$ cat src/sv/wahp_pkg.sv
// Shared types, codes and helpers for the WAVE/AIFF header parser.
`timescale 1ns / 1ps
package wahp_pkg;
	localparam int DivW = 32;

	localparam logic [3:0] PH_SIG   = 4'd0;
	localparam logic [3:0] PH_FSIZE = 4'd1;
	localparam logic [3:0] PH_FTYPE = 4'd2;
	localparam logic [3:0] PH_CID   = 4'd3;
	localparam logic [3:0] PH_CSIZE = 4'd4;
	localparam logic [3:0] PH_FMT   = 4'd5;
	localparam logic [3:0] PH_XLEN  = 4'd6;
	localparam logic [3:0] PH_COMM  = 4'd7;
	localparam logic [3:0] PH_SKIP  = 4'd8;
	localparam logic [3:0] PH_DONE  = 4'd9;
	localparam logic [3:0] PH_DIV   = 4'd10;
	localparam logic [3:0] PH_OUT   = 4'd11;

	localparam logic [31:0] TAG_RIFF = 32'h52494646;
	localparam logic [31:0] TAG_WAVE = 32'h57415645;
	localparam logic [31:0] TAG_FORM = 32'h464F524D;
	localparam logic [31:0] TAG_AIFF = 32'h41494646;
	localparam logic [31:0] TAG_FMT  = 32'h666D7420;
	localparam logic [31:0] TAG_DATA = 32'h64617461;
	localparam logic [31:0] TAG_COMM = 32'h434F4D4D;
	localparam logic [31:0] TAG_SSND = 32'h53534E44;
	localparam logic [31:0] RATE_11K = 32'h400CAC44;
	localparam logic [31:0] RATE_22K = 32'h400DAC44;

	localparam logic [1:0] ST_OK    = 2'd0;
	localparam logic [1:0] ST_SIG   = 2'd1;
	localparam logic [1:0] ST_ZERO  = 2'd2;
	localparam logic [1:0] ST_EARLY = 2'd3;

	// datapath commands from the controller
	typedef struct packed {
		logic       clear;      // reset all captured state
		logic       shift;      // shift in a byte
		logic       big;        // big-endian shift
		logic       set_aiff;
		logic       aiff_val;
		logic       cap_fsize;
		logic       cap_tag;    // chunk tag latch
		logic [4:0] fmt_idx;    // fmt/COMM capture point, 0 none
		logic       comm;       // COMM capture (else fmt)
		logic       load_skip;
		logic       load_xskip;
		logic       dec_skip;
		logic       cap_dsize;
		logic       div_start;
	} wahp_cmd_t;

	typedef struct packed {
		logic [31:0] word;       // assembly word after the shift this byte
		logic [31:0] chunk_tag;
		logic        is_aiff;
		logic [15:0] fmt_tag;
		logic [15:0] align;
		logic        skip_last;  // skip counter at one or zero
		logic        div_done;
	} wahp_sts_t;

	function automatic logic [2:0] width_code(input logic [15:0] bits);
		if (bits <= 16'd8) return 3'd1;
		if (bits <= 16'd16) return 3'd2;
		if (bits <= 16'd24) return 3'd3;
		if (bits <= 16'd32) return 3'd4;
		return 3'd0;
	endfunction
endpackage

$ cat src/sv/wahp_div.sv
// Radix-2 restoring divider, one quotient bit per cycle.
`timescale 1ns / 1ps
module wahp_div import wahp_pkg::*; (
	input  logic            clk,
	input  logic            arst_n,
	input  logic            start,
	input  logic [DivW-1:0] dividend,
	input  logic [15:0]     divisor,
	output logic            done,
	output logic [DivW-1:0] quotient
);
	localparam int CntW = $clog2(DivW + 1);
	logic [DivW-1:0] q_q;
	logic [16:0]     rem_q;
	logic [15:0]     dvs_q;
	logic [CntW-1:0] cnt_q;
	logic            busy_q;
	logic            done_q;
	logic [16:0]     trial;

	assign trial = {rem_q[15:0], q_q[DivW-1]};

	always_ff @(posedge clk or negedge arst_n) begin
		if (!arst_n) begin
			busy_q <= 1'b0;
			cnt_q  <= '0;
			done_q <= 1'b0;
		end else begin
			// pulse once the last quotient bit has landed in q_q
			done_q <= busy_q && (cnt_q == CntW'(1));
			if (start) begin
				busy_q <= 1'b1;
				cnt_q  <= CntW'(DivW);
			end else if (busy_q) begin
				cnt_q <= cnt_q - 1'b1;
				if (cnt_q == CntW'(1)) busy_q <= 1'b0;
			end
		end
	end

	always_ff @(posedge clk) begin
		if (start) begin
			q_q   <= dividend;
			rem_q <= '0;
			dvs_q <= divisor;
		end else if (busy_q) begin
			if (trial >= {1'b0, dvs_q}) begin
				rem_q <= trial - {1'b0, dvs_q};
				q_q   <= {q_q[DivW-2:0], 1'b1};
			end else begin
				rem_q <= trial;
				q_q   <= {q_q[DivW-2:0], 1'b0};
			end
		end
	end

	assign done     = done_q;
	assign quotient = q_q;
endmodule

$ cat src/sv/wahp_datapath.sv
// Byte assembly, captured header fields, skip counter and divider.
`timescale 1ns / 1ps
module wahp_datapath import wahp_pkg::*; (
	input  logic        clk,
	input  logic        arst_n,
	input  logic [7:0]  data_byte,
	input  wahp_cmd_t   cmd,
	output wahp_sts_t   sts,
	output logic [15:0] format_tag,
	output logic [15:0] channel_count,
	output logic [31:0] sample_rate,
	output logic [31:0] byte_rate,
	output logic [15:0] block_align,
	output logic [15:0] bits_per_sample,
	output logic [2:0]  sample_format,
	output logic [31:0] file_size,
	output logic [31:0] data_size,
	output logic [31:0] sample_count
);
	logic [31:0] word_q, tag_q, skip_q, nxt;
	logic        aiff_q;
	logic [15:0] half;
	logic        div_done;
	logic [31:0] quot;

	assign nxt  = !cmd.shift ? word_q :
		cmd.big ? {word_q[23:0], data_byte} : {data_byte, word_q[31:8]};
	assign half = aiff_q ? nxt[15:0] : nxt[31:16];

	always_ff @(posedge clk or negedge arst_n) begin
		if (!arst_n) begin
			word_q <= '0; tag_q <= '0; skip_q <= '0; aiff_q <= 1'b0;
			format_tag <= '0; channel_count <= '0; sample_rate <= '0;
			byte_rate <= '0; block_align <= '0; bits_per_sample <= '0;
			sample_format <= '0; file_size <= '0; data_size <= '0;
			sample_count <= '0;
		end else if (cmd.clear) begin
			word_q <= '0; tag_q <= '0; skip_q <= '0; aiff_q <= 1'b0;
			format_tag <= '0; channel_count <= '0; sample_rate <= '0;
			byte_rate <= '0; block_align <= '0; bits_per_sample <= '0;
			sample_format <= '0; file_size <= '0; data_size <= '0;
			sample_count <= '0;
		end else begin
			word_q <= nxt;
			if (cmd.set_aiff)  aiff_q <= cmd.aiff_val;
			if (cmd.cap_fsize) file_size <= nxt;
			if (cmd.cap_tag)   tag_q <= nxt;
			if (cmd.load_skip) skip_q <= nxt;
			else if (cmd.load_xskip) skip_q <= {16'd0, nxt[31:16]};
			else if (cmd.dec_skip && skip_q != 32'd0) skip_q <= skip_q - 1'b1;
			if (cmd.cap_dsize) data_size <= nxt;
			if (div_done) sample_count <= quot;
			if (cmd.comm) begin
				case (cmd.fmt_idx)
					5'd2: channel_count <= half;
					5'd6: sample_count <= nxt;
					5'd8: begin
						bits_per_sample <= half;
						sample_format   <= width_code(half);
					end
					5'd12: sample_rate <= (nxt == RATE_11K) ? 32'd11025 :
						(nxt == RATE_22K) ? 32'd22050 : 32'd44100;
					default: ;
				endcase
			end else begin
				case (cmd.fmt_idx)
					5'd2:  format_tag <= nxt[31:16];
					5'd4:  channel_count <= nxt[31:16];
					5'd8:  sample_rate <= nxt;
					5'd12: byte_rate <= nxt;
					5'd14: block_align <= nxt[31:16];
					5'd16: begin
						bits_per_sample <= nxt[31:16];
						sample_format   <= width_code(nxt[31:16]);
					end
					default: ;
				endcase
			end
		end
	end

	wahp_div u_div (
		.clk(clk), .arst_n(arst_n), .start(cmd.div_start),
		.dividend(nxt), .divisor(block_align),
		.done(div_done), .quotient(quot)
	);

	assign sts.word      = nxt;
	assign sts.chunk_tag = tag_q;
	assign sts.is_aiff   = aiff_q;
	assign sts.fmt_tag   = format_tag;
	assign sts.align     = block_align;
	assign sts.skip_last = (skip_q <= 32'd1);
	assign sts.div_done  = div_done;
endmodule

$ cat config.mk
export PLATFORM = sky130hd
export DESIGN_NAME = wahp_datapath
export DESIGN_NICKNAME = d
export VERILOG_FILES = /design/src/sv/wahp_pkg.sv /design/src/sv/wahp_div.sv /design/src/sv/wahp_datapath.sv
export SDC_FILE = /design/constraint.sdc
export NUM_CORES = 1
export LEC_CHECK = 0
export ABC_AREA = 1
export BUFFER_PORTS_ARGS = -buffer_cell sky130_fd_sc_hd__buf_2
export CORE_MARGIN = 4
export CORE_UTILIZATION = 40
export CTS_BUF_LIST = sky130_fd_sc_hd__clkbuf_8 sky130_fd_sc_hd__clkbuf_16
export CTS_CLUSTER_DIAMETER = 80
export DETAILED_ROUTE_END_ITERATION = 7
export PLACE_DENSITY = 0.65
export SYNTH_ARGS = -nofsm -noshare
export SYNTH_HDL_FRONTEND = slang
export SYNTH_SLANG_ARGS = --single-unit
$ cat constraint.sdc
create_clock -name clk -period 2.1 [get_ports clk]
set_input_delay 0.105 -clock clk [delete_from_list [all_inputs] [get_ports clk]]
set_output_delay 0.105 -clock clk [all_outputs]
set_load 0.02 [all_outputs]
==> qor.yml <==
arrival_ps: 2050
cts_buffers: 45
synthesis.nets: 2270
place_inst: 3179
crit_path_frequent_cell: "buf_4"
min_period_over_period: 1.03
crit_buf_inv: 2
num-nets-final: 2697
critical_path_class: "reg2out"
antenna_left: 0
synth_cell_types: 56
critPathCaptureType: "output port"
drv_cap: 0
synthArstFlopShare: 0.838
timing.rr.start: "u_div.dvs_q[1]"
critPathRequiredTime_ps: 2000
violations: "setup timing"
core-area_sq_mm: 0.0480
placed_area_sq_mm: 0.0225
finalCriticalPeriod_ps: 2150
crit_path_start: "skip_q[12]"
fin_tns_setup_ps: -53.8
setup_violations: 1
critPathTopFamily: "simple AND/OR/NAND/NOR gates"
post_drt_wl_per_cell_um: 20.4
path_cells: "nor2_2 > nand2_2 > nor2_4 > buf_4 > nand2_1 > nor3_2 > buf_4"
finalWirelength_um: 67300
rsz0062_at_grt: "true"
ys_seq_elements: 396
max_slew_margin: 0.368
grt_pass1_wl_um: 103000
slew_violations: 0
final_cell_count_no_fill: 3299
synth-edff-count: 48
hpwlAfterDp_um: 48500
grt_overflow: 0
yosys.area.top_type: "dfrtp_1"
design_area_sq_mm: 0.0248
area_delta_synth_final_pct: 26.9
vias: 17551
netlist_area_sq_mm: 0.0195
die_w_um: 229
layout_setup_ws_ps: -53.8
final_hold_viol_count: 0
cts.sinks: 396
netlist_top_cells_area: "dfrtp_1 (43%), nand2_1 (11%), edfxtp_1 (7.4%)"
total_power_uw: 23600
drc_errors: 0
synth_flop_cell: "dfrtp_1"
grt_max_degree: 76
cts_tree: "yes"
cp_slowest_stage_delay_ps: 440
cp_max_fo: 5
fmax_ghz: 0.464
synthCells: 2220
grt.total_usage: 0.248
irDropWorstVdd_v: 0.000753
avgSynthCellArea_sq_um: 8.80
path_clk_slew_ps: 70
worstHoldStart: "cmd[11]"
port_buffers: 353
power_density_mw_per_mm2: 952
yosysSeqAreaShare: 0.515
layout-drive-gt1-share: 0.316
fin_worst_skew_ps: 33.2
clk_root_buffer_cell: "clkbuf_16"
hold_class: "in2reg"
drtIter0Drc: 1528
status: "finished, violations left"
yosysTopAreaCellShare: 0.425
ys.warnings.count: 0
p_leak_uw: 0.0128
initial_core_util: 0.407
slowest_stage: "dfrtp_2"
grt_antenna_before_repair: 9
clockBufferDepth: 3
clock_latency_ps: 610
dp_slack_ps: -80.1
worstMarginPinSlew_ps: 945
die_y_um: 229
first_pass_iters: 5
ios: 354
htreeDepth: 2
vias_per_cell: 5.32
num-fill-cells: 4425
die_area_sq_mm: 0.0525
grt_pass1_vias: 17411
std_cell_rows: 80
critPathLaunchType: "register"
gp_congestion: 0.959
-- through the flow --
step / hold slack (ps) / util
6_report: 21.3 / 0.516
5_1_grt: 22.1 / 0.516
4_1_cts: 1.88 / 0.506
3_5_place_dp: 28.4 / 0.469
3_3_place_gp: 25.9 / 0.469
2_1_floorplan: -191 / -
-- repair_timing --
item	4_1_cts	5_1_grt
gates cloned	0	2
gates resized for setup	22	112
hold endpoints to repair	347	0
buffers inserted	12	15
pin swaps	12	50
hold buffers	9	0
endpoints found under the setup margin	13	34
-- cells in the mapped netlist (22+ instances only) --
master      n
nand2_1   592
nor2_1    187
nand2_2    28
dfrtp_1   332
clkbuf_1   59
buf_2      23
or2_1      22
nand3_1    97
inv_1     169
o22ai_1    30
a211oi_1   64
buf_4      38
mux2_2     94
o21ai_0   151
a21oi_1    52
edfxtp_1   48
-- layout by cell type (no fill, tap or decap), types with 8 or more instances in the layout --
| cell | count |
|---|---|
| dfrtp_1 | 326 |
| ha_4 | 10 |
| inv_1 | 169 |
| nor2_2 | 22 |
| ha_1 | 9 |
| nand2_2 | 42 |
| inv_2 | 24 |
| clkbuf_16 | 47 |
| nand3_1 | 94 |
| o22ai_1 | 30 |
| nor2_1 | 167 |
| nand2_4 | 14 |
| a211oi_1 | 64 |
| xor2_1 | 9 |
| o21ai_1 | 29 |
| or2_1 | 22 |
| o21ai_0 | 131 |
| dfxtp_1 | 16 |
| mux2_2 | 94 |
| buf_2 | 351 |
| edfxtp_1 | 48 |
| dlygate4sd3_1 | 9 |
| nand3_2 | 16 |
| nor3_1 | 13 |
| nand4_1 | 13 |
| o221ai_1 | 8 |
| buf_12 | 16 |
| a21oi_1 | 44 |
| nand2_1 | 573 |
| buf_4 | 135 |
-- cell type report --
class / count / area, sq um / area share
well taps: 615 / 769 / 0.0310
repair buffers: 518 / 3280 / 0.132
multi-input cells: 1503 / 8460 / 0.341
inverters: 183 / 689 / 0.0278
clock inverters: 29 / 287 / 0.0116
diodes: 3 / 7.51 / 0.000303
flip-flops and latches: 396 / 10100 / 0.406
clock buffers: 52 / 1230 / 0.0497
-- flip-flops by register name, summed over array words and instances, names as in the netlist, 16 cells and up --
name             count
word_q              32
sample_count        32
channel_count       16
u_div.rem_q         16
sample_rate         32
block_align         16
u_div.quotient      32
format_tag          16
file_size           32
tag_q               32
byte_rate           32
u_div.dvs_q         16
skip_q              32
data_size           32
bits_per_sample     16
-- kinds of logic (layout without fill, tap and decap cells) --
group | Yosys count | in the layout | share of synthesized area
simple gates | 1013 | 1013 | 0.225
flops | 396 | 396 | 0.515
compound gates | 354 | 354 | 0.108
buf+inv | 321 | 782 | 0.0744
mux | 96 | 96 | 0.0553
fa+ha+maj | 22 | 22 | 0.0145
xor+xnor | 18 | 18 | 0.00807
other cells | 0 | 3 | 0
-- worst min-delay path, cell delays in order --
cell and delay (ps):
buf_2 70, or2_2 230, mux2_2 190
-- routing by layer --
| metal | up-vias | wire length [um] | GRT usage |
|---|---|---|---|
| li1 | 8165 | - | - |
| met1 | 8562 | 28700 | 0.340 |
| met2 | 694 | 31000 | 0.394 |
| met3 | 120 | 5620 | 0.0632 |
| met4 | 10 | 1970 | 0.0687 |
| met5 | - | 57 | 0 |
-- where the power goes --
group	leakage (uW)	total, uW	switching [uW]	internal (uW)
clock	0.000782	8060	3340	4720
combinational	0.00695	6560	3980	2580
sequential	0.00509	9000	518	8480
total	0.0128	23600	7840	15800
-- final timing paths --
| kind | end | slack, ps | depth (start not counted) |
|---|---|---|---|
| worst max-delay path | sts[1] | -50 | 7 |
| worst min-delay path | tag_q[6] | 20 | 3 |
| worst max register to register | u_div.rem_q[3] | 70 | 13 |
| worst min register to register | sample_rate[18] | 470 | 2 |
| max in group asynchronous | skip_q[15] | 540 | 3 |
| min in group asynchronous | skip_q[30] | 180 | 3 |
No activity file was read; power rests on OpenSTA's default activity.
