[config.mk]
export PLATFORM = sky130hd
export DESIGN_NAME = wahp_ctrl
export DESIGN_NICKNAME = d
export VERILOG_FILES = /design/src/sv/wahp_pkg.sv /design/src/sv/wahp_ctrl.sv
export SDC_FILE = /design/constraint.sdc
export NUM_CORES = 1
export LEC_CHECK = 0
export ABC_AREA = 1
export BUFFER_PORTS_ARGS = -buffer_cell sky130_fd_sc_hd__buf_2
export CORE_MARGIN = 3
export CORE_UTILIZATION = 35
export CTS_BUF_LIST = sky130_fd_sc_hd__clkbuf_4 sky130_fd_sc_hd__clkbuf_8
export CTS_CLUSTER_SIZE = 25
export DETAILED_ROUTE_END_ITERATION = 12
export GPL_TIMING_DRIVEN = 0
export HOLD_SLACK_MARGIN = 0.15
export PLACE_DENSITY = 0.71
export SKIP_CTS_REPAIR_TIMING = 1
export SYNTH_ARGS = -nofsm -noshare
export SYNTH_HDL_FRONTEND = slang
export SYNTH_SLANG_ARGS = --single-unit
[constraint.sdc]
create_clock -name clk -period 2.09 [get_ports clk]
set_clock_uncertainty 0.2 [all_clocks]
set_input_delay 0.418 -clock clk [delete_from_list [all_inputs] [get_ports clk]]
set_output_delay 0.418 -clock clk [all_outputs]
set_load 0.02 [all_outputs]
[src/sv/wahp_pkg.sv]
// Shared types, codes and helpers for the WAVE/AIFF header parser.
`timescale 1ns / 1ps
package wahp_pkg;
	localparam int DivW = 32;

	localparam logic [3:0] PH_SIG   = 4'd0;
	localparam logic [3:0] PH_FSIZE = 4'd1;
	localparam logic [3:0] PH_FTYPE = 4'd2;
	localparam logic [3:0] PH_CID   = 4'd3;
	localparam logic [3:0] PH_CSIZE = 4'd4;
	localparam logic [3:0] PH_FMT   = 4'd5;
	localparam logic [3:0] PH_XLEN  = 4'd6;
	localparam logic [3:0] PH_COMM  = 4'd7;
	localparam logic [3:0] PH_SKIP  = 4'd8;
	localparam logic [3:0] PH_DONE  = 4'd9;
	localparam logic [3:0] PH_DIV   = 4'd10;
	localparam logic [3:0] PH_OUT   = 4'd11;

	localparam logic [31:0] TAG_RIFF = 32'h52494646;
	localparam logic [31:0] TAG_WAVE = 32'h57415645;
	localparam logic [31:0] TAG_FORM = 32'h464F524D;
	localparam logic [31:0] TAG_AIFF = 32'h41494646;
	localparam logic [31:0] TAG_FMT  = 32'h666D7420;
	localparam logic [31:0] TAG_DATA = 32'h64617461;
	localparam logic [31:0] TAG_COMM = 32'h434F4D4D;
	localparam logic [31:0] TAG_SSND = 32'h53534E44;
	localparam logic [31:0] RATE_11K = 32'h400CAC44;
	localparam logic [31:0] RATE_22K = 32'h400DAC44;

	localparam logic [1:0] ST_OK    = 2'd0;
	localparam logic [1:0] ST_SIG   = 2'd1;
	localparam logic [1:0] ST_ZERO  = 2'd2;
	localparam logic [1:0] ST_EARLY = 2'd3;

	// datapath commands from the controller
	typedef struct packed {
		logic       clear;      // reset all captured state
		logic       shift;      // shift in a byte
		logic       big;        // big-endian shift
		logic       set_aiff;
		logic       aiff_val;
		logic       cap_fsize;
		logic       cap_tag;    // chunk tag latch
		logic [4:0] fmt_idx;    // fmt/COMM capture point, 0 none
		logic       comm;       // COMM capture (else fmt)
		logic       load_skip;
		logic       load_xskip;
		logic       dec_skip;
		logic       cap_dsize;
		logic       div_start;
	} wahp_cmd_t;

	typedef struct packed {
		logic [31:0] word;       // assembly word after the shift this byte
		logic [31:0] chunk_tag;
		logic        is_aiff;
		logic [15:0] fmt_tag;
		logic [15:0] align;
		logic        skip_last;  // skip counter at one or zero
		logic        div_done;
	} wahp_sts_t;

	function automatic logic [2:0] width_code(input logic [15:0] bits);
		if (bits <= 16'd8) return 3'd1;
		if (bits <= 16'd16) return 3'd2;
		if (bits <= 16'd24) return 3'd3;
		if (bits <= 16'd32) return 3'd4;
		return 3'd0;
	endfunction
endpackage

[src/sv/wahp_ctrl.sv]
// Phase controller of the header parser.
`timescale 1ns / 1ps
module wahp_ctrl import wahp_pkg::*; (
	input  logic      clk,
	input  logic      arst_n,
	input  logic      in_fire,
	input  logic      eos,
	input  logic      out_ready,
	input  wahp_sts_t sts,
	output wahp_cmd_t cmd,
	output logic      in_ready,
	output logic      out_valid,
	output logic [1:0] out_status,
	output logic      out_err
);
	logic [3:0] ph_q, ph_d;
	logic [4:0] idx_q, idx_d, inc;
	logic       busy_q, busy_d, err_q, err_d;
	logic [1:0] st_q, st_d;
	logic       cont_q, cont_d;

	assign inc = idx_q + 5'd1;
	assign in_ready = !busy_q;

	always_comb begin
		cmd = '0;
		ph_d = ph_q; idx_d = idx_q; busy_d = busy_q; err_d = err_q;
		st_d = st_q; cont_d = cont_q;
		if (busy_q) begin
			if (ph_q == PH_DIV) begin
				if (sts.div_done) ph_d = PH_OUT;
			end else if (ph_q == PH_OUT && out_ready) begin
				busy_d = 1'b0;
				if (cont_q) begin
					ph_d = PH_SIG; cmd.clear = 1'b1;
				end else begin
					ph_d = PH_DONE;
				end
			end
		end else if (in_fire) begin
			if (eos) begin
				idx_d = '0; ph_d = PH_SIG;
				if (ph_q == PH_DONE) begin
					cmd.clear = 1'b1;
				end else begin
					busy_d = 1'b1; err_d = 1'b1; st_d = ST_EARLY;
					cont_d = 1'b1; ph_d = PH_OUT;
				end
			end else if (ph_q != PH_DONE) begin
				idx_d = inc;
				cmd.shift = 1'b1;
				cmd.big = (ph_q == PH_SIG || ph_q == PH_FTYPE || ph_q == PH_CID ||
					ph_q == PH_COMM) ? 1'b1 :
					(ph_q == PH_FSIZE || ph_q == PH_CSIZE) ? sts.is_aiff : 1'b0;
				case (ph_q)
					PH_SIG: if (inc == 5'd4) begin
						idx_d = '0;
						if (sts.word == TAG_RIFF || sts.word == TAG_FORM) begin
							cmd.set_aiff = 1'b1;
							cmd.aiff_val = (sts.word == TAG_FORM);
							ph_d = PH_FSIZE;
						end else begin
							busy_d = 1'b1; err_d = 1'b1; st_d = ST_SIG;
							cont_d = 1'b0; ph_d = PH_OUT;
						end
					end
					PH_FSIZE: if (inc == 5'd4) begin
						idx_d = '0;
						if (sts.word == 32'd0) begin
							busy_d = 1'b1; err_d = 1'b1; st_d = ST_ZERO;
							cont_d = 1'b0; ph_d = PH_OUT;
						end else begin
							cmd.cap_fsize = 1'b1; ph_d = PH_FTYPE;
						end
					end
					PH_FTYPE: if (inc == 5'd4) begin
						idx_d = '0;
						if (sts.word != (sts.is_aiff ? TAG_AIFF : TAG_WAVE)) begin
							busy_d = 1'b1; err_d = 1'b1; st_d = ST_SIG;
							cont_d = 1'b0; ph_d = PH_OUT;
						end else begin
							ph_d = PH_CID;
						end
					end
					PH_CID: if (inc == 5'd4) begin
						idx_d = '0; cmd.cap_tag = 1'b1; ph_d = PH_CSIZE;
					end
					PH_CSIZE: if (inc == 5'd4) begin
						idx_d = '0;
						if (sts.word == 32'd0) begin
							busy_d = 1'b1; err_d = 1'b1; st_d = ST_ZERO;
							cont_d = 1'b0; ph_d = PH_OUT;
						end else if (!sts.is_aiff && sts.chunk_tag == TAG_FMT) begin
							ph_d = PH_FMT;
						end else if (!sts.is_aiff && sts.chunk_tag == TAG_DATA) begin
							cmd.cap_dsize = 1'b1;
							busy_d = 1'b1; err_d = 1'b0; st_d = ST_OK; cont_d = 1'b0;
							if (sts.align == 16'd0) begin
								ph_d = PH_OUT;
							end else begin
								cmd.div_start = 1'b1; ph_d = PH_DIV;
							end
						end else if (sts.is_aiff && sts.chunk_tag == TAG_COMM) begin
							ph_d = PH_COMM;
						end else if (sts.is_aiff && sts.chunk_tag == TAG_SSND) begin
							cmd.cap_dsize = 1'b1;
							busy_d = 1'b1; err_d = 1'b0; st_d = ST_OK; cont_d = 1'b0;
							ph_d = PH_OUT;
						end else begin
							cmd.load_skip = 1'b1; ph_d = PH_SKIP;
						end
					end
					PH_FMT: begin
						cmd.fmt_idx = inc;
						if (inc == 5'd16) begin
							idx_d = '0;
							ph_d = (sts.fmt_tag != 16'd1) ? PH_XLEN : PH_CID;
						end
					end
					PH_XLEN: if (inc == 5'd2) begin
						idx_d = '0;
						if (sts.word[31:16] == 16'd0) begin
							ph_d = PH_CID;
						end else begin
							cmd.load_xskip = 1'b1; ph_d = PH_SKIP;
						end
					end
					PH_COMM: begin
						cmd.comm = 1'b1;
						cmd.fmt_idx = inc;
						if (inc == 5'd18) begin
							idx_d = '0; ph_d = PH_CID;
						end
					end
					PH_SKIP: begin
						cmd.shift = 1'b0;
						cmd.dec_skip = 1'b1;
						if (sts.skip_last) begin
							idx_d = '0; ph_d = PH_CID;
						end
					end
					default: begin
						cmd.clear = 1'b1; ph_d = PH_SIG; idx_d = '0;
					end
				endcase
			end
		end
		// error results report zeros through the top-level mask; payload is cleared on take only after an early end of stream
	end

	always_ff @(posedge clk or negedge arst_n) begin
		if (!arst_n) begin
			ph_q <= PH_SIG; idx_q <= '0; busy_q <= 1'b0; err_q <= 1'b0;
			st_q <= ST_OK; cont_q <= 1'b0;
		end else begin
			ph_q <= ph_d; idx_q <= idx_d; busy_q <= busy_d; err_q <= err_d;
			st_q <= st_d; cont_q <= cont_d;
		end
	end

	assign out_valid  = busy_q && (ph_q == PH_OUT);
	assign out_status = st_q;
	assign out_err    = err_q;

	a_ready_busy: assert property (@(posedge clk) disable iff (!arst_n)
		out_valid |-> !in_ready) else $error("input taken while result pending");
	a_div_ok: assert property (@(posedge clk) disable iff (!arst_n)
		(ph_q == PH_DIV) |-> (busy_q && !err_q)) else $error("divide outside ok path");
	a_hold: assert property (@(posedge clk) disable iff (!arst_n)
		(out_valid && !out_ready) |=> out_valid) else $error("result dropped");
endmodule

==> results.toml <==
[sta]
worst_slew_pin_slew_ns = 0.453
max_slew_margin_pct = 69.5
fin_hold_ws_ns = 0.304
final.setup.worst_slack_ns = -0.320
setup_tns_ns = -3.97
slew_violations = 0
finalCritPeriodShare_pct = 115
period_needed_ns = 2.41
hold_viol = 0
rsz0062_at_grt = "true"
fmax_mhz = 415
finalSetupViolations = 21

[clocking]
cts_buffers = 3
cts_buffer_depth = 2
cts_root_buffer = "clkbuf_8"
clkLatencyLatePin_ns = 0.26
clock_sinks = 14
h-tree-depth = 1
cts.reportedPaths.clkPinSlew_ns = 0.07
tritoncts = "built"

[die]
io_pins = 127
fp.coreArea_um2 = 6980
std_cell_rows = 30
fp.dieW_um = 92.0
dieArea_um2 = 8460
initial_core_util_pct = 37.0
die_y_um = 92.0

[power]
pwr-share-seq_pct = 16.3
power.internal_mw = 1.31
combPwrFrac_pct = 73.2
power_density_nw_per_um2 = 672
leakagePower_nw = 2.13
p_sw_share_pct = 51.2
p_switching_mw = 1.38
p_total_mw = 2.69
clockPowerShare_pct = 10.5
irDropWorstVdd_v = 0.000433

[layout]
fin_util_pct = 57.3
final_layout_size_suffix_gt1_share_pct = 36.5
layout_common_cells = "124 x nand2_1, 124 x nor2_1, 110 x buf_2, 71 x inv_1, 38 x nand3_1"
area_delta_synth_final_pct = 54.6
final_nets = 775
num_antenna_cells = 0

[place]
io_buffers = 126
hpwl_mm = 7.61
gp_congestion = 0.998

[route]
wl_per_cell_um = 12.5
drc = 0
routed_wl_mm = 9.59
vias = 3836
antenna_left = 0
drt_iter0_drc = 286
dr.pass1.iters = 5
viasPerCell = 5.02

[worst_hold_path]
hold_depth = 2
hold_class = "flip-flop to flip-flop"

[logic_synthesis]
yosys_warnings = 0
syn_inst = 509
syn_avg_cell_area_um2 = 5.08
synth_seq_area_share_pct = 13.5
syn_nets = 615
ys_ff_latch = 14
yosysUniqueCellTypes = 38
syn_area_um2 = 2590

[grt]
grt_max_degree = 15
antenna_found_initial = 0
grt_pass1_vias = 3382
grt-ovfl-total = 0
grt_first_pass_wirelength_mm = 14.7
grtUsageTotal_pct = 20.4

[worst_setup_path]
start_kind = "flip-flop"
critPathLaunch = "idx_q[0]$_DFFE_PN0P_"
worstPathRequired_ns = 1.47
reg2reg_depth = 10
cp_max_fo = 5
crit_type = "flip-flop to output port"
reg2reg_from = "idx_q[0]$_DFFE_PN0P_"
r2r_end = "ph_q[3]$_DFFE_PN0P_"
r2r_slack_ns = -0.21
endpoint = "cmd[3]"
end_kind = "output port"
cp.arrival_ns = 1.79

[status]
status = "complete, but fails checks"
violations = "negative setup slack"

[flow_run]
maxCapViolCount = 0
-- how the worst min path moves through the flow --
stage	startpoint	to	slack, ns
floorplan	arst_n	busy_q$_DFF_PN0_	-0.08
global placement	arst_n	idx_q[2]$_DFFE_PN0P_	0.13
detailed placement	arst_n	idx_q[0]$_DFFE_PN0P_	0.14
CTS	arst_n	idx_q[0]$_DFFE_PN0P_	-0.14
global route	out_ready	busy_q$_DFF_PN0_	0.32
finish	cont_q$_DFFE_PN0P_	cont_q$_DFFE_PN0P_	0.30
-- state kept, by name (all words and copies together) (netlist names) --
signal and flops:
idx_q 5, ph_q 4, out_status 2, busy_q 1, cont_q 1, out_err 1
-- synthesized netlist by cell type (all sizes together) --
master	number	area [um2]
o211ai	2	15.0
a21oi	7	35.0
o22ai	2	12.5
nor2	151	616
o21ai	16	80.1
nor4	8	56.3
ha	2	25.0
o311ai	1	8.76
o22a	1	10.0
nand3b	3	22.5
inv	84	315
nand4	10	68.8
a211oi	2	20.0
nor3	11	55.1
xnor2	1	8.76
a41oi	1	8.76
or2	2	12.5
mux2i	1	10.0
nand3	43	230
nand2	141	569
clkinv	2	8.75
dfrtp	14	350
a31oi	1	6.26
xor2	3	41.3
-- final cells by class --
class | instances | area (um2)
flip-flops and latches | 14 | 359
clock buffers | 4 | 55.1
repair buffers | 155 | 952
inverters | 86 | 334
well taps | 96 | 120
fillers | 691 | 2980
multi-input cells | 409 | 2180
-- worst max-delay path, cell delays in order (launching register included) --
cell and delay, ns:
dfrtp_2 0.44, ha_4 0.19, xnor2_1 0.39, nand4_2 0.20, nor3_4 0.15, buf_4 0.16
-- layer usage --
metal  share of wire [%]  track usage, %  routed length (um)  vias up
met5                   0               0                   0        -
li1                    -               -                   -     1913
met4                 2.4            4.46                 229        0
met3                 9.6            3.61                 920       28
met2                  48            35.8                4590      209
met1                  40            26.1                3850     1686
-- power groups by stage --
stage	clock (mW)	combinational (mW)	sequential (mW)
after detailed placement	0	1.33	0.446
after CTS	0.285	1.34	0.443
after global routing	0.300	2.13	0.446
after floorplan	0	0.906	0.462
after global placement	0	1.32	0.443
final	0.281	1.97	0.439
-- logic make-up (layout without fill, tap and decap cells) --
| family | Yosys count | in the layout | share of synthesized area, % |
|---|---|---|---|
| muxes | 1 | 1 | 0.387 |
| and+or+nand+nor | 369 | 369 | 63.0 |
| xor gates and xnor gates | 4 | 4 | 1.94 |
| buffers and inverters | 86 | 245 | 12.5 |
| adders and majority gates | 2 | 2 | 0.967 |
| DFF | 14 | 14 | 13.5 |
| AOI/OAI and AO/OA | 33 | 33 | 7.60 |
-- stage by stage --
stage,std cells,setup WS (ns),cell area (um2)
3_5_place_dp,731,-0.338,3360
3_3_place_gp,731,-0.360,3360
4_1_cts,735,-0.634,3410
2_1_floorplan,509,-0.00970,2610
5_1_grt,764,-0.432,4000
6_report,764,-0.320,4000
(Power assumes the default switching activity.)
